**src/hw/rtl/rpc_pkg.sv**
```systemverilog
// ----------------------------------------------------------------------------
// rpc_pkg
// Types, constants and helper functions shared by the RMAP packet checker.
// ----------------------------------------------------------------------------
package rpc_pkg;

    localparam int MIN_HEADER_BYTES = 8;
    localparam int POS_W            = 25;

    localparam logic [7:0] PROTOCOL_ID    = 8'h01;
    localparam logic [7:0] CRC_POLY_REFL  = 8'hE0;

    localparam logic [4:0] HDR_CMD_BASE    = 5'd16;
    localparam logic [4:0] HDR_WRITE_REPLY = 5'd8;
    localparam logic [4:0] HDR_READ_REPLY  = 5'd12;

    // instruction bits 5..2: write, verify, reply, increment
    localparam logic [3:0] CODE_NONE                = 4'd0;
    localparam logic [3:0] CODE_INC_NO_REPLY        = 4'd1;
    localparam logic [3:0] CODE_VERIFY_NO_REPLY     = 4'd4;
    localparam logic [3:0] CODE_VERIFY_INC_NO_REPLY = 4'd5;
    localparam logic [3:0] CODE_VERIFY_REPLY        = 4'd6;
    localparam logic [3:0] CODE_RMW                 = 4'd7;

    typedef enum logic [3:0] {
        ST_OK,
        ST_INCOMPLETE_HDR,
        ST_NOT_PROTOCOL,
        ST_HEADER_CRC,
        ST_UNUSED_TYPE,
        ST_NO_REPLY,
        ST_UNUSED_CODE,
        ST_NO_DATA_FIELD,
        ST_RMW_LENGTH,
        ST_INSUFFICIENT,
        ST_TOO_MUCH,
        ST_DATA_CRC
    } rpc_status_t;

    typedef struct packed {
        logic [7:0] data_byte;
        logic       last;
    } rpc_in_t;

    typedef struct packed {
        rpc_status_t status;
        logic        is_command;
        logic [7:0]  instruction_byte;
        logic [7:0]  key_or_status;
        logic [7:0]  target_address;
        logic [7:0]  initiator_address;
        logic [15:0] transaction_id;
        logic [7:0]  ext_address;
        logic [31:0] memory_address;
        logic [23:0] payload_len;
    } rpc_out_t;

    // running packet state; first/second address swap roles by packet type
    typedef struct packed {
        logic [POS_W-1:0] pos;
        logic [7:0]       header_crc;
        logic [7:0]       payload_crc;
        logic [7:0]       instruction;
        logic [7:0]       protocol;
        logic [7:0]       key_or_status;
        logic [7:0]       first_address;
        logic [7:0]       second_address;
        logic [15:0]      transaction_id;
        logic [7:0]       ext_address;
        logic [31:0]      memory_address;
        logic [23:0]      length;
    } rpc_pkt_t;

    // one byte of the reflected CRC-8 (x^8+x^2+x+1)
    function automatic logic [7:0] crc8_step(input logic [7:0] crc, input logic [7:0] b);
        logic [7:0] c;
        c = crc ^ b;
        for (int i = 0; i < 8; i++) begin
            c = c[0] ? ((c >> 1) ^ CRC_POLY_REFL) : (c >> 1);
        end
        return c;
    endfunction

    function automatic logic [4:0] hdr_bytes(input logic [7:0] instr);
        if (instr[6]) begin
            return HDR_CMD_BASE + {1'b0, instr[1:0], 2'b00};
        end
        else if (instr[5]) begin
            return HDR_WRITE_REPLY;
        end
        else begin
            return HDR_READ_REPLY;
        end
    endfunction

endpackage

```
**src/hw/rtl/rpc_in_stage.sv**
```systemverilog
// ----------------------------------------------------------------------------
// rpc_in_stage
// Input register for packet bytes; takes a new word whenever it empties.
// ----------------------------------------------------------------------------
module rpc_in_stage
    import rpc_pkg::*;
(
    input  logic    clk,
    input  logic    rst_n,
    input  logic    pkt_valid,
    output logic    pkt_ready,
    input  rpc_in_t pkt,
    input  logic    advance,
    output logic    item_valid,
    output rpc_in_t item
);

    logic    valid_reg;
    logic    valid_next;
    rpc_in_t item_reg;

    assign pkt_ready  = !valid_reg || advance;
    assign item_valid = valid_reg;
    assign item       = item_reg;

    always_comb
    begin
        if (pkt_valid && pkt_ready) begin
            valid_next = 1'b1;
        end
        else if (advance) begin
            valid_next = 1'b0;
        end
        else begin
            valid_next = valid_reg;
        end
    end

    always_ff @(posedge clk or negedge rst_n)
    begin
        if (!rst_n) begin
            valid_reg <= 1'b0;
        end
        else begin
            valid_reg <= valid_next;
        end
    end

    always_ff @(posedge clk)
    begin
        if (pkt_valid && pkt_ready) begin
            item_reg <= pkt;
        end
    end

endmodule

```
**src/hw/rtl/rpc_tracker.sv**
```systemverilog
// ----------------------------------------------------------------------------
// rpc_tracker
// Byte position, field capture and both CRC accumulators of one packet.
// ----------------------------------------------------------------------------
module rpc_tracker
    import rpc_pkg::*;
(
    input  logic     clk,
    input  logic     rst_n,
    input  logic     advance,
    input  rpc_in_t  item,
    output rpc_pkt_t pkt_view
);

    localparam logic [POS_W-1:0] POS_FIRST_ADDR = POS_W'(0);
    localparam logic [POS_W-1:0] POS_PROTOCOL   = POS_W'(1);
    localparam logic [POS_W-1:0] POS_INSTR      = POS_W'(2);
    localparam logic [POS_W-1:0] POS_KEY        = POS_W'(3);
    localparam logic [POS_W-1:0] POS_RPL_TARGET = POS_W'(4);
    localparam logic [POS_W-1:0] POS_RPL_TID_HI = POS_W'(5);
    localparam logic [POS_W-1:0] POS_RPL_TID_LO = POS_W'(6);
    localparam logic [POS_W-1:0] POS_RPL_LEN_LO = POS_W'(8);
    localparam logic [POS_W-1:0] POS_RPL_LEN_HI = POS_W'(10);

    localparam logic [4:0] CMD_OFF_BASE = 5'd4;
    localparam logic [4:0] REL_INIT     = 5'd0;
    localparam logic [4:0] REL_TID_HI   = 5'd1;
    localparam logic [4:0] REL_TID_LO   = 5'd2;
    localparam logic [4:0] REL_EXT      = 5'd3;
    localparam logic [4:0] REL_ADDR_3   = 5'd4;
    localparam logic [4:0] REL_ADDR_2   = 5'd5;
    localparam logic [4:0] REL_ADDR_1   = 5'd6;
    localparam logic [4:0] REL_ADDR_0   = 5'd7;
    localparam logic [4:0] REL_LAST     = 5'd10;

    rpc_pkt_t         pkt_reg;
    rpc_pkt_t         pkt_next;
    logic [POS_W-1:0] p;
    logic [7:0]       b;
    logic [4:0]       hs;
    logic [4:0]       cmd_off;
    logic [4:0]       rel;
    logic             in_cmd_window;

    assign pkt_view = pkt_next;

    always_comb
    begin
        pkt_next      = pkt_reg;
        p             = pkt_reg.pos;
        b             = item.data_byte;
        hs            = hdr_bytes(pkt_reg.instruction);
        cmd_off       = CMD_OFF_BASE + {1'b0, pkt_reg.instruction[1:0], 2'b00};
        rel           = p[4:0] - cmd_off;
        in_cmd_window = (p[POS_W-1:5] == '0) && (p[4:0] >= cmd_off) && (rel <= REL_LAST);

        if (p == POS_FIRST_ADDR) begin
            pkt_next.first_address = b;
        end
        else if (p == POS_PROTOCOL) begin
            pkt_next.protocol = b;
        end
        else if (p == POS_INSTR) begin
            pkt_next.instruction = b;
        end
        else if (p == POS_KEY) begin
            pkt_next.key_or_status = b;
        end
        else if (pkt_reg.instruction[6]) begin
            if (in_cmd_window) begin
                case (rel)
                    REL_INIT:   pkt_next.second_address         = b;
                    REL_TID_HI: pkt_next.transaction_id[15:8]   = b;
                    REL_TID_LO: pkt_next.transaction_id[7:0]    = b;
                    REL_EXT:    pkt_next.ext_address            = b;
                    REL_ADDR_3: pkt_next.memory_address[31:24]  = b;
                    REL_ADDR_2: pkt_next.memory_address[23:16]  = b;
                    REL_ADDR_1: pkt_next.memory_address[15:8]   = b;
                    REL_ADDR_0: pkt_next.memory_address[7:0]    = b;
                    default:    pkt_next.length = {pkt_reg.length[15:0], b};
                endcase
            end
        end
        else begin
            if (p == POS_RPL_TARGET) begin
                pkt_next.second_address = b;
            end
            else if (p == POS_RPL_TID_HI) begin
                pkt_next.transaction_id[15:8] = b;
            end
            else if (p == POS_RPL_TID_LO) begin
                pkt_next.transaction_id[7:0] = b;
            end
            else if (p >= POS_RPL_LEN_LO && p <= POS_RPL_LEN_HI
                     && !pkt_reg.instruction[5]) begin
                pkt_next.length = {pkt_reg.length[15:0], b};
            end
        end

        // header size is never below 8, so the first three bytes always land here
        if (p < POS_W'(hs)) begin
            pkt_next.header_crc = crc8_step(pkt_reg.header_crc, b);
        end
        else begin
            pkt_next.payload_crc = crc8_step(pkt_reg.payload_crc, b);
        end

        if (p != '1) begin
            pkt_next.pos = p + POS_W'(1);
        end
    end

    always_ff @(posedge clk or negedge rst_n)
    begin
        if (!rst_n) begin
            pkt_reg <= '0;
        end
        else if (advance) begin
            pkt_reg <= item.last ? '0 : pkt_next;
        end
    end

endmodule

```
**src/hw/rtl/rpc_out_stage.sv**
```systemverilog
// ----------------------------------------------------------------------------
// rpc_out_stage
// Packet verdict and decoded fields, held in the result register.
// ----------------------------------------------------------------------------
module rpc_out_stage
    import rpc_pkg::*;
(
    input  logic     clk,
    input  logic     rst_n,
    input  logic     load,
    input  rpc_pkt_t pkt_view,
    input  logic     res_ready,
    output logic     res_valid,
    output rpc_out_t res
);

    logic             valid_reg;
    logic             valid_next;
    rpc_out_t         res_reg;
    rpc_out_t         res_next;
    logic             cmd;
    logic             wr;
    logic [3:0]       code;
    logic             rmw;
    logic [4:0]       hs;
    logic [23:0]      len;
    logic [POS_W-1:0] size;
    logic [POS_W-1:0] expect_size;

    assign res_valid = valid_reg;
    assign res       = res_reg;

    always_comb
    begin
        cmd         = pkt_view.instruction[6];
        wr          = pkt_view.instruction[5];
        code        = pkt_view.instruction[5:2];
        rmw         = (code == CODE_RMW);
        hs          = hdr_bytes(pkt_view.instruction);
        len         = (!cmd && wr) ? 24'd0 : pkt_view.length;
        size        = pkt_view.pos;
        expect_size = POS_W'(hs) + POS_W'(len) + POS_W'(1);

        res_next.is_command        = cmd;
        res_next.instruction_byte  = pkt_view.instruction;
        res_next.key_or_status     = pkt_view.key_or_status;
        res_next.target_address    = cmd ? pkt_view.first_address : pkt_view.second_address;
        res_next.initiator_address = cmd ? pkt_view.second_address : pkt_view.first_address;
        res_next.transaction_id    = pkt_view.transaction_id;
        res_next.ext_address       = cmd ? pkt_view.ext_address : 8'd0;
        res_next.memory_address    = cmd ? pkt_view.memory_address : 32'd0;
        res_next.payload_len       = len;

        if (size < POS_W'(MIN_HEADER_BYTES)) begin
            res_next.status = ST_INCOMPLETE_HDR;
        end
        else if (pkt_view.protocol != PROTOCOL_ID) begin
            res_next.status = ST_NOT_PROTOCOL;
        end
        else if (size < POS_W'(hs)) begin
            res_next.status = ST_INCOMPLETE_HDR;
        end
        else if (pkt_view.header_crc != 8'd0) begin
            res_next.status = ST_HEADER_CRC;
        end
        else if (!cmd && pkt_view.instruction[7]) begin
            res_next.status = ST_UNUSED_TYPE;
        end
        else if (!cmd && !code[1]) begin
            res_next.status = ST_NO_REPLY;
        end
        else if (pkt_view.instruction[7]) begin
            res_next.status = ST_UNUSED_TYPE;
        end
        else if (code inside {CODE_NONE, CODE_INC_NO_REPLY, CODE_VERIFY_NO_REPLY,
                              CODE_VERIFY_INC_NO_REPLY, CODE_VERIFY_REPLY}) begin
            res_next.status = ST_UNUSED_CODE;
        end
        else if (!(rmw || (cmd && wr) || (!cmd && !wr))) begin
            res_next.status = ST_NO_DATA_FIELD;
        end
        else if (rmw && cmd && !(len <= 24'd8 && !len[0])) begin
            res_next.status = ST_RMW_LENGTH;
        end
        else if (rmw && !cmd && len > 24'd4) begin
            res_next.status = ST_RMW_LENGTH;
        end
        else if (size < expect_size) begin
            res_next.status = ST_INSUFFICIENT;
        end
        else if (size > expect_size) begin
            res_next.status = ST_TOO_MUCH;
        end
        else if (pkt_view.payload_crc != 8'd0) begin
            res_next.status = ST_DATA_CRC;
        end
        else begin
            res_next.status = ST_OK;
        end
    end

    always_comb
    begin
        if (load) begin
            valid_next = 1'b1;
        end
        else if (res_ready) begin
            valid_next = 1'b0;
        end
        else begin
            valid_next = valid_reg;
        end
    end

    always_ff @(posedge clk or negedge rst_n)
    begin
        if (!rst_n) begin
            valid_reg <= 1'b0;
        end
        else begin
            valid_reg <= valid_next;
        end
    end

    always_ff @(posedge clk)
    begin
        if (load) begin
            res_reg <= res_next;
        end
    end

endmodule

```
**src/hw/rtl/rmap_packet_checker_core.sv**
```systemverilog
// ----------------------------------------------------------------------------
// rmap_packet_checker_core
// A packet's last byte passes from the input register into the result register.
// Throughput: one packet byte per cycle, sustained while results are taken.
// A result blocks only the last byte of the following packet while unread.
// Reset (rst_n, async, active low) empties both registers and zeroes all
// packet state; no clearing pass is needed.
// ----------------------------------------------------------------------------
module rmap_packet_checker_core
    import rpc_pkg::*;
(
    input  logic     clk,
    input  logic     rst_n,
    input  logic     pkt_valid,
    output logic     pkt_ready,
    input  rpc_in_t  pkt,
    output logic     res_valid,
    input  logic     res_ready,
    output rpc_out_t res
);

    // Datapath: input register -> tracker (capture + CRC) -> verdict -> result
    // register. The tracker's state register updates on the same edge that
    // loads the result, so each byte crosses one short combinational path.

    logic     item_valid;
    rpc_in_t  item;
    logic     advance;
    logic     load;
    rpc_pkt_t pkt_view;

    // A byte moves out of the input register unless it closes a packet and
    // the result register still holds a word nobody has taken.
    assign advance = item_valid && (!item.last || !res_valid || res_ready);
    assign load    = advance && item.last;

    rpc_in_stage u_in_stage (
        .clk        (clk),
        .rst_n      (rst_n),
        .pkt_valid  (pkt_valid),
        .pkt_ready  (pkt_ready),
        .pkt        (pkt),
        .advance    (advance),
        .item_valid (item_valid),
        .item       (item)
    );

    // Position counter saturates at all ones; a long packet then reads as
    // too much data unless an earlier check fires.
    rpc_tracker u_tracker (
        .clk      (clk),
        .rst_n    (rst_n),
        .advance  (advance),
        .item     (item),
        .pkt_view (pkt_view)
    );

    // Checks run in fixed priority; the first failing one sets the status.
    rpc_out_stage u_out_stage (
        .clk       (clk),
        .rst_n     (rst_n),
        .load      (load),
        .pkt_view  (pkt_view),
        .res_ready (res_ready),
        .res_valid (res_valid),
        .res       (res)
    );

endmodule

```
**config.mk**
```make
export PLATFORM = sky130hd
export DESIGN_NAME = rmap_packet_checker_core
export DESIGN_NICKNAME = d
export VERILOG_FILES = /design/src/hw/rtl/rpc_pkg.sv /design/src/hw/rtl/rpc_in_stage.sv /design/src/hw/rtl/rpc_tracker.sv /design/src/hw/rtl/rpc_out_stage.sv /design/src/hw/rtl/rmap_packet_checker_core.sv
export SDC_FILE = /design/constraint.sdc
export NUM_CORES = 1
export LEC_CHECK = 0
export ABC_AREA = 1
export BUFFER_PORTS_ARGS = -buffer_cell sky130_fd_sc_hd__clkbuf_2
export CAP_MARGIN = 20
export CORE_MARGIN = 2
export CORE_UTILIZATION = 25
export DETAILED_ROUTE_END_ITERATION = 6
export GPL_TIMING_DRIVEN = 0
export PLACE_DENSITY = 0.48
export SLEW_MARGIN = 5
export SYNTH_ARGS = -nofsm -noshare
export SYNTH_HDL_FRONTEND = slang
export SYNTH_SLANG_ARGS = --single-unit
```
**constraint.sdc**
```tcl
create_clock -name clk -period 8.1 [get_ports clk]
set_clock_uncertainty 0.05 [all_clocks]
set_input_delay 0.81 -clock clk [delete_from_list [all_inputs] [get_ports clk]]
set_output_delay 0.81 -clock clk [all_outputs]
set_load 0.01 [all_outputs]
```
# Word level (Yosys, flattened, before mapping)
# Index checks and enable logic that the tools add are counted.
# totals
regBits	289
latch_bits	0
mem_bits_rw	0
romBits	0
word_cells	206
n_memories	0
# classes
add_sub_neg	7
multipliers	0
div	0
n_lt_le_gt_ge	11
n_eq_ne	20
shift	0
muxes	78
n_bitwise	19
n_reduce_logical	43
# op_table
op	count
two-way mux 88 bit	5
two-way mux 8 bit	39
two-way mux 24 bit	9
two-way mux 161 bit	1
== test 25 x 3 -> 1 bit, second input constant	3
adder 25 x 1 -> 25 bit, second input constant	2
== test 25 x 2 -> 1 bit, second input constant	2
less-than comparator 25 x 5 -> 1 bit	2
inverter 2 -> 3 bit	16
two-way mux 40 bit	1
adder 5 x 24 -> 25 bit	1
== test 25 x 1 -> 1 bit, second input constant	1
greater-or-equal comparator 25 x 4 -> 1 bit, second input constant	1
> comparator 25 bit	1
<= comparator 25 x 4 -> 1 bit, second input constant	1
logical NOT 25 bit	1
less-than comparator 25 bit	1
less-than comparator 25 x 4 -> 1 bit, second input constant	1
two-way mux 25 bit	1
!= test 25 bit, second input constant	1
> comparator 24 x 3 -> 1 bit, second input constant	1
<= comparator 24 x 4 -> 1 bit, second input constant	1
two-way mux 3 bit	7
== test 5 x 3 -> 1 bit, second input constant	4
29 further kinds	75

# Longest topological paths before layout
# logic_depth
depth_word	32
mapped_depth	48
ltp_nobuf	45

# Hierarchy
# From an unflattened synthesis, not the netlist that was laid out.
# unflattened
hier_cells	2191
area_unflattened_um2	17095.1
# modules_own_cells
module	instances	cells_per_inst	area_each_um2	seq_area_each_um2
rpc_tracker	1	1563	10786.6	4028.9
rpc_out_stage	1	607	5959.5	3508.4
rpc_in_stage	1	15	315.3	295.3
rmap_packet_checker_core	1	6	33.8	0.0

# Worst setup path before layout
# No wires, ideal clock.
# synth_path
path_kind	register to register
start	register u_tracker.pkt_reg (netlist bit u_tracker.p[2])
end	register u_out_stage.res_reg (netlist bit u_out_stage.res[114]) (data pin)
setup_time_ps	252
arrival_ps	5569
t_required_ps	7798
path_slack_ps	2229
path_stages_with_launch	46
n_path_buf	3
cell_sequence	dfrtp_1 -> buf_2 -> inv_1 -> ha_1 -> inv_1 -> fa_1 -> inv_1 -> nand2_1 -> nor2_1 -> nand2_1 -> nand2_1 -> nor2_1 -> nand2_1 -> o21bai_4 -> nand2_2 -> buf_6 -> buf_4 -> nand2_1 -> (+10 left out) -> nor4_4 -> nand2_1 -> xor2_1 -> ha_1 -> nand2_1 -> nor2_1 -> nand2_1 -> o211ai_1 -> a31oi_1 -> nor2_1 -> o21ai_0 -> nand3b_1 -> a21oi_1 -> o21bai_1 -> nand2_1 -> nand2_1 -> nand2_1 -> nand2_1
# synth_via
elab_chain_cells	28
elab_cells_between_ends	98
cone_classes	5 x add/sub; 11 x order compare; 20 x eq/ne; 34 x mux; 28 x reduce/logical
# synth_lines
element	line	source
from (decl)	rpc_tracker.sv:36	rpc_pkt_t pkt_reg;
from (signal assigned)	rpc_tracker.sv:119	pkt_reg <= item.last ? '0 : pkt_next;
greater-or-equal comparator 25 x 4 -> 1 bit or <= comparator 25 x 4 -> 1 bit (tied branches)	rpc_tracker.sv:94	else if (p >= POS_RPL_LEN_LO && p <= POS_RPL_LEN_HI
logical AND 1 bit	rpc_tracker.sv:94	
logical AND 1 bit	rpc_tracker.sv:95	&& !pkt_reg.instruction[5]) begin
two-way mux 24 bit	rpc_tracker.sv:94	
two-way mux 24 bit	rpc_tracker.sv:91	else if (p == POS_RPL_TID_LO) begin
two-way mux 24 bit	rpc_tracker.sv:88	else if (p == POS_RPL_TID_HI) begin
two-way mux 24 bit	rpc_tracker.sv:85	if (p == POS_RPL_TARGET) begin
two-way mux 24 bit	rpc_tracker.sv:69	else if (pkt_reg.instruction[6]) begin
(+5 left out)	--	
via u_out_stage.len[2]	rpc_out_stage.sv:26	logic [23:0] len;
(+7 left out)	--	
two-way mux 3 bit *	rpc_out_stage.sv:79	else if (!(rmw || (cmd && wr) || (!cmd && !wr))) begin
two-way mux 3 bit *	rpc_out_stage.sv:75	else if (code inside {CODE_NONE, CODE_INC_NO_REPLY, CODE_VERIFY_NO_REPLY,
two-way mux 3 bit *	rpc_out_stage.sv:72	else if (pkt_view.instruction[7]) begin
two-way mux 3 bit *	rpc_out_stage.sv:69	else if (!cmd && !code[1]) begin
two-way mux 3 bit *	rpc_out_stage.sv:66	else if (!cmd && pkt_view.instruction[7]) begin
two-way mux 2 bit *	rpc_out_stage.sv:63	else if (pkt_view.header_crc != 8'd0) begin
two-way mux 2 bit *	rpc_out_stage.sv:60	else if (size < POS_W'(hs)) begin
two-way mux 2 bit *	rpc_out_stage.sv:57	else if (pkt_view.protocol != PROTOCOL_ID) begin
to (signal assigned)	rpc_out_stage.sv:128	res_reg <= res_next;
to (decl)	rpc_out_stage.sv:19	rpc_out_t res_reg;
# Mark *: on every way through the listed nets, which the timed path passes. The rest lies on a longest branch.
# A chain may end at the register's enable or synchronous reset.

# Worst setup path after layout
# Ends and elaborated chain as after synthesis.

==> results.cfg <==
[synth]
syn_nets = 1825
syn-mean-instance-area_sq_um = 8.638
async_reset_ff_frac = 0.5660
ys_seq_area_frac = 0.5126
synth-edff-count = 125
netlist_area_sq_um = 15280
syn_inst = 1769
yosysUniqueCellTypes = 50
synthFlopType = dfrtp_1
yosysWarnings = 0
ys_ff_latch = 288

[power_and_ir_drop]
swShare = 0.3560
vdd_ir_drop_max_uv = 127.5
powerDensity_nw_per_um2 = 270.3
power.switching_mw = 1.751
clkPwrFrac = 0.338
power.internal_mw = 3.168
combPwrFrac = 0.300
p_leak_nw = 8.385
seqPwrFrac = 0.362
p_total_mw = 4.919

[timing]
setup_tns_ns = 0
rsz0062_at_grt = no
drv_slew = 0
fin_crit_ns = 7.297
worst_slew_pin_slew_ns = 1.124
hold_viol = 0
fmax_ghz = 0.1371
setup_viol = 0
fin_crit_sh = 0.9008
slew_headroom = 0.2482

[cts]
clk_pin_slew_ns = 0.06
clock-sinks = 288
cts_tree = done
cts_resized = 0
cts_buffer_depth = 3
cts_hold_buf = 0
clkLatencyLatePin_ns = 0.55
cts_inserted_buffers = 36
htreeDepth = 2
cts_setup_buffers = 0
cts-root-buf = clkbuf_16

[global_route]
grtUsageTotal = 0.1588
grt_pass1_wl_mm = 76.70
antenna_found_initial = 0
overflow = 0
grt_max_degree = 91
grt_pass1_vias = 12520

[setup_path]
worstPathArrival_ns = 7.52
required_ns = 8.33
critical_path_class = reg2reg
crit_slowest_cell = fa_1
cpPeakStageDelay_ns = 0.49
crit_top_cell = nand2_1
worstSetupEndpointType = register
cp-start-kind = register
crit_fanout = 10

[hold_path]
min_path_type = in2async

[drt]
drt_drc_violations_left = 0
drt_iter0_markers = 1047
wl_per_cell_um = 18.27
first_pass_iters = 5
routed_wl_mm = 50.24
ant_nets = 0
via_count = 12950
vias_per_cell = 4.712

[floorplanning]
rows = 90
io_pins = 132
start_util = 0.2532
dieHeight_um = 251.2
die_area_sq_um = 63120
core_sq_um = 60360
die_x_um = 251.2

[job]
max-cap-violations = 0

[finish]
drive_above_1_share = 0.1235
num-nets-final = 1997
final_common_cell = nand2_1
finalNonFillerCells = 2749
area_growth_pct = 19.09
antenna_cells = 0
mostFrequentLayoutCells = 345 x nand2_1, 247 x inv_1, 190 x o21ai_0
final_util = 0.3015
largest_register_ff_count = 136

[outcome]
status = finished clean

[placed_design]
io_buffers = 131
dp_hpwl_mm = 37.18
gp_congestion = 0.9333
placed_cells = 2685
[cells in the mapped netlist (2+ instances only)]
| cell | instances | area (sq um) |
|---|---|---|
| a22o_1 | 13 | 113.9 |
| nand2_1 | 345 | 1295 |
| a31oi_1 | 3 | 18.77 |
| o21ai_2 | 2 | 17.52 |
| dfrtp_1 | 163 | 4079 |
| edfxtp_1 | 125 | 3754 |
| o211ai_1 | 2 | 15.01 |
| nor4_1 | 13 | 81.33 |
| nand4_1 | 26 | 162.7 |
| buf_4 | 3 | 22.52 |
| buf_6 | 2 | 22.52 |
| nor3_2 | 2 | 20.02 |
| o41ai_1 | 2 | 17.52 |
| nor2_2 | 13 | 81.33 |
| o21ai_1 | 2 | 10.01 |
| ha_1 | 42 | 525.5 |
| clkbuf_1 | 65 | 244.0 |
| nand2_2 | 8 | 50.05 |
| nor2_1 | 139 | 521.8 |
| inv_1 | 248 | 930.9 |
| nand3b_1 | 2 | 15.01 |
| nor3_1 | 27 | 135.1 |
| nor2_4 | 3 | 33.78 |
| buf_2 | 5 | 25.02 |
| buf_1 | 2 | 7.510 |
| xnor2_1 | 29 | 254.0 |
| inv_2 | 6 | 22.52 |
| o21ai_0 | 190 | 950.9 |
| xor2_1 | 50 | 437.9 |
| nand3_2 | 4 | 40.04 |
| nand3_1 | 85 | 425.4 |
| o22ai_1 | 95 | 594.3 |
| a21oi_1 | 36 | 180.2 |
[final cells by class]
class                   count  area, sq um
multi-input cells        1149         6176
inverters                 255        962.2
plain buffers              77        321.6
fillers                  6409        42160
clock inverters            18        216.5
well taps                 782        978.4
clock buffers              46        979.7
flip-flops and latches    288         7833
repair buffers            134        730.7
[routing by layer]
metal / up-vias / global-route usage / share of wire
li1: 6260 / - / -
met1: 6295 / 0.2139 / 0.45
met2: 320 / 0.2592 / 0.47
met3: 78 / 0.02609 / 0.047
met4: 0 / 0.05272 / 0.031
met5: - / 0 / 0
[power by group through the flow]
stage                     combinational, mW  sequential (mW)  clock (mW)
after global routing                   1.66             1.79        1.77
final                                  1.48             1.78        1.66
after CTS                              1.48             1.78        1.71
after global placement                 1.45             1.81           0
after detailed placement               1.47             1.81           0
after floorplan                       0.965             1.81           0
[through the flow]
step | setup slack, ns | hold slack, ns | area, sq um
final | 0.8034 | 0.2380 | 18200
after global routing | 0.08191 | 0.2962 | 18200
after CTS | 0.8253 | 0.2772 | 18200
after detailed placement | 0.8626 | 0.4274 | 17000
after global placement | 0.8927 | 0.4150 | 16920
after floorplan | 2.229 | 0.3979 | 15280
[logic make-up (layout without fill, tap and decap cells)]
| logic type | after synthesis | in the layout | share of synthesized area |
|---|---|---|---|
| buffers and inverters | 332 | 530 | 0.08368 |
| DFF | 288 | 288 | 0.5126 |
| adders and majority gates | 43 | 43 | 0.03570 |
| and+or+nand+nor | 674 | 674 | 0.1923 |
| AOI/OAI and AO/OA | 353 | 353 | 0.1304 |
| xor gates and xnor gates | 79 | 79 | 0.04528 |
[path summary, 6_finish.rpt]
kind	startpoint	endpoint	slack, ns	cells past startpoint
worst max-delay path	u_tracker.p[2]	u_out_stage.res[114]	0.80	44
worst min-delay path	rst_n	u_tracker.pkt_reg[60]	0.24	1
worst max register to register	u_tracker.p[2]	u_out_stage.res[114]	0.80	44
worst min register to register	u_tracker.pkt_reg[105]	u_tracker.pkt_reg[105]	0.45	2
max in group asynchronous	rst_n	u_tracker.p[16]	6.87	2
min in group clk	pkt[0]	u_in_stage.item[0]	0.40	1
[worst max-delay path, delay by kind of cell (launching register included)]
kind | cells | cell delay (ns)
AO/OA/AOI/OAI | 7 | 1.24
XOR/XNOR | 1 | 0.16
adder cells (fa/ha/maj) | 4 | 1.25
buffers and inverters | 6 | 0.88
flip-flops | 1 | 0.38
AND/OR/NAND/NOR | 26 | 3.06
(Power assumes the default switching activity.)
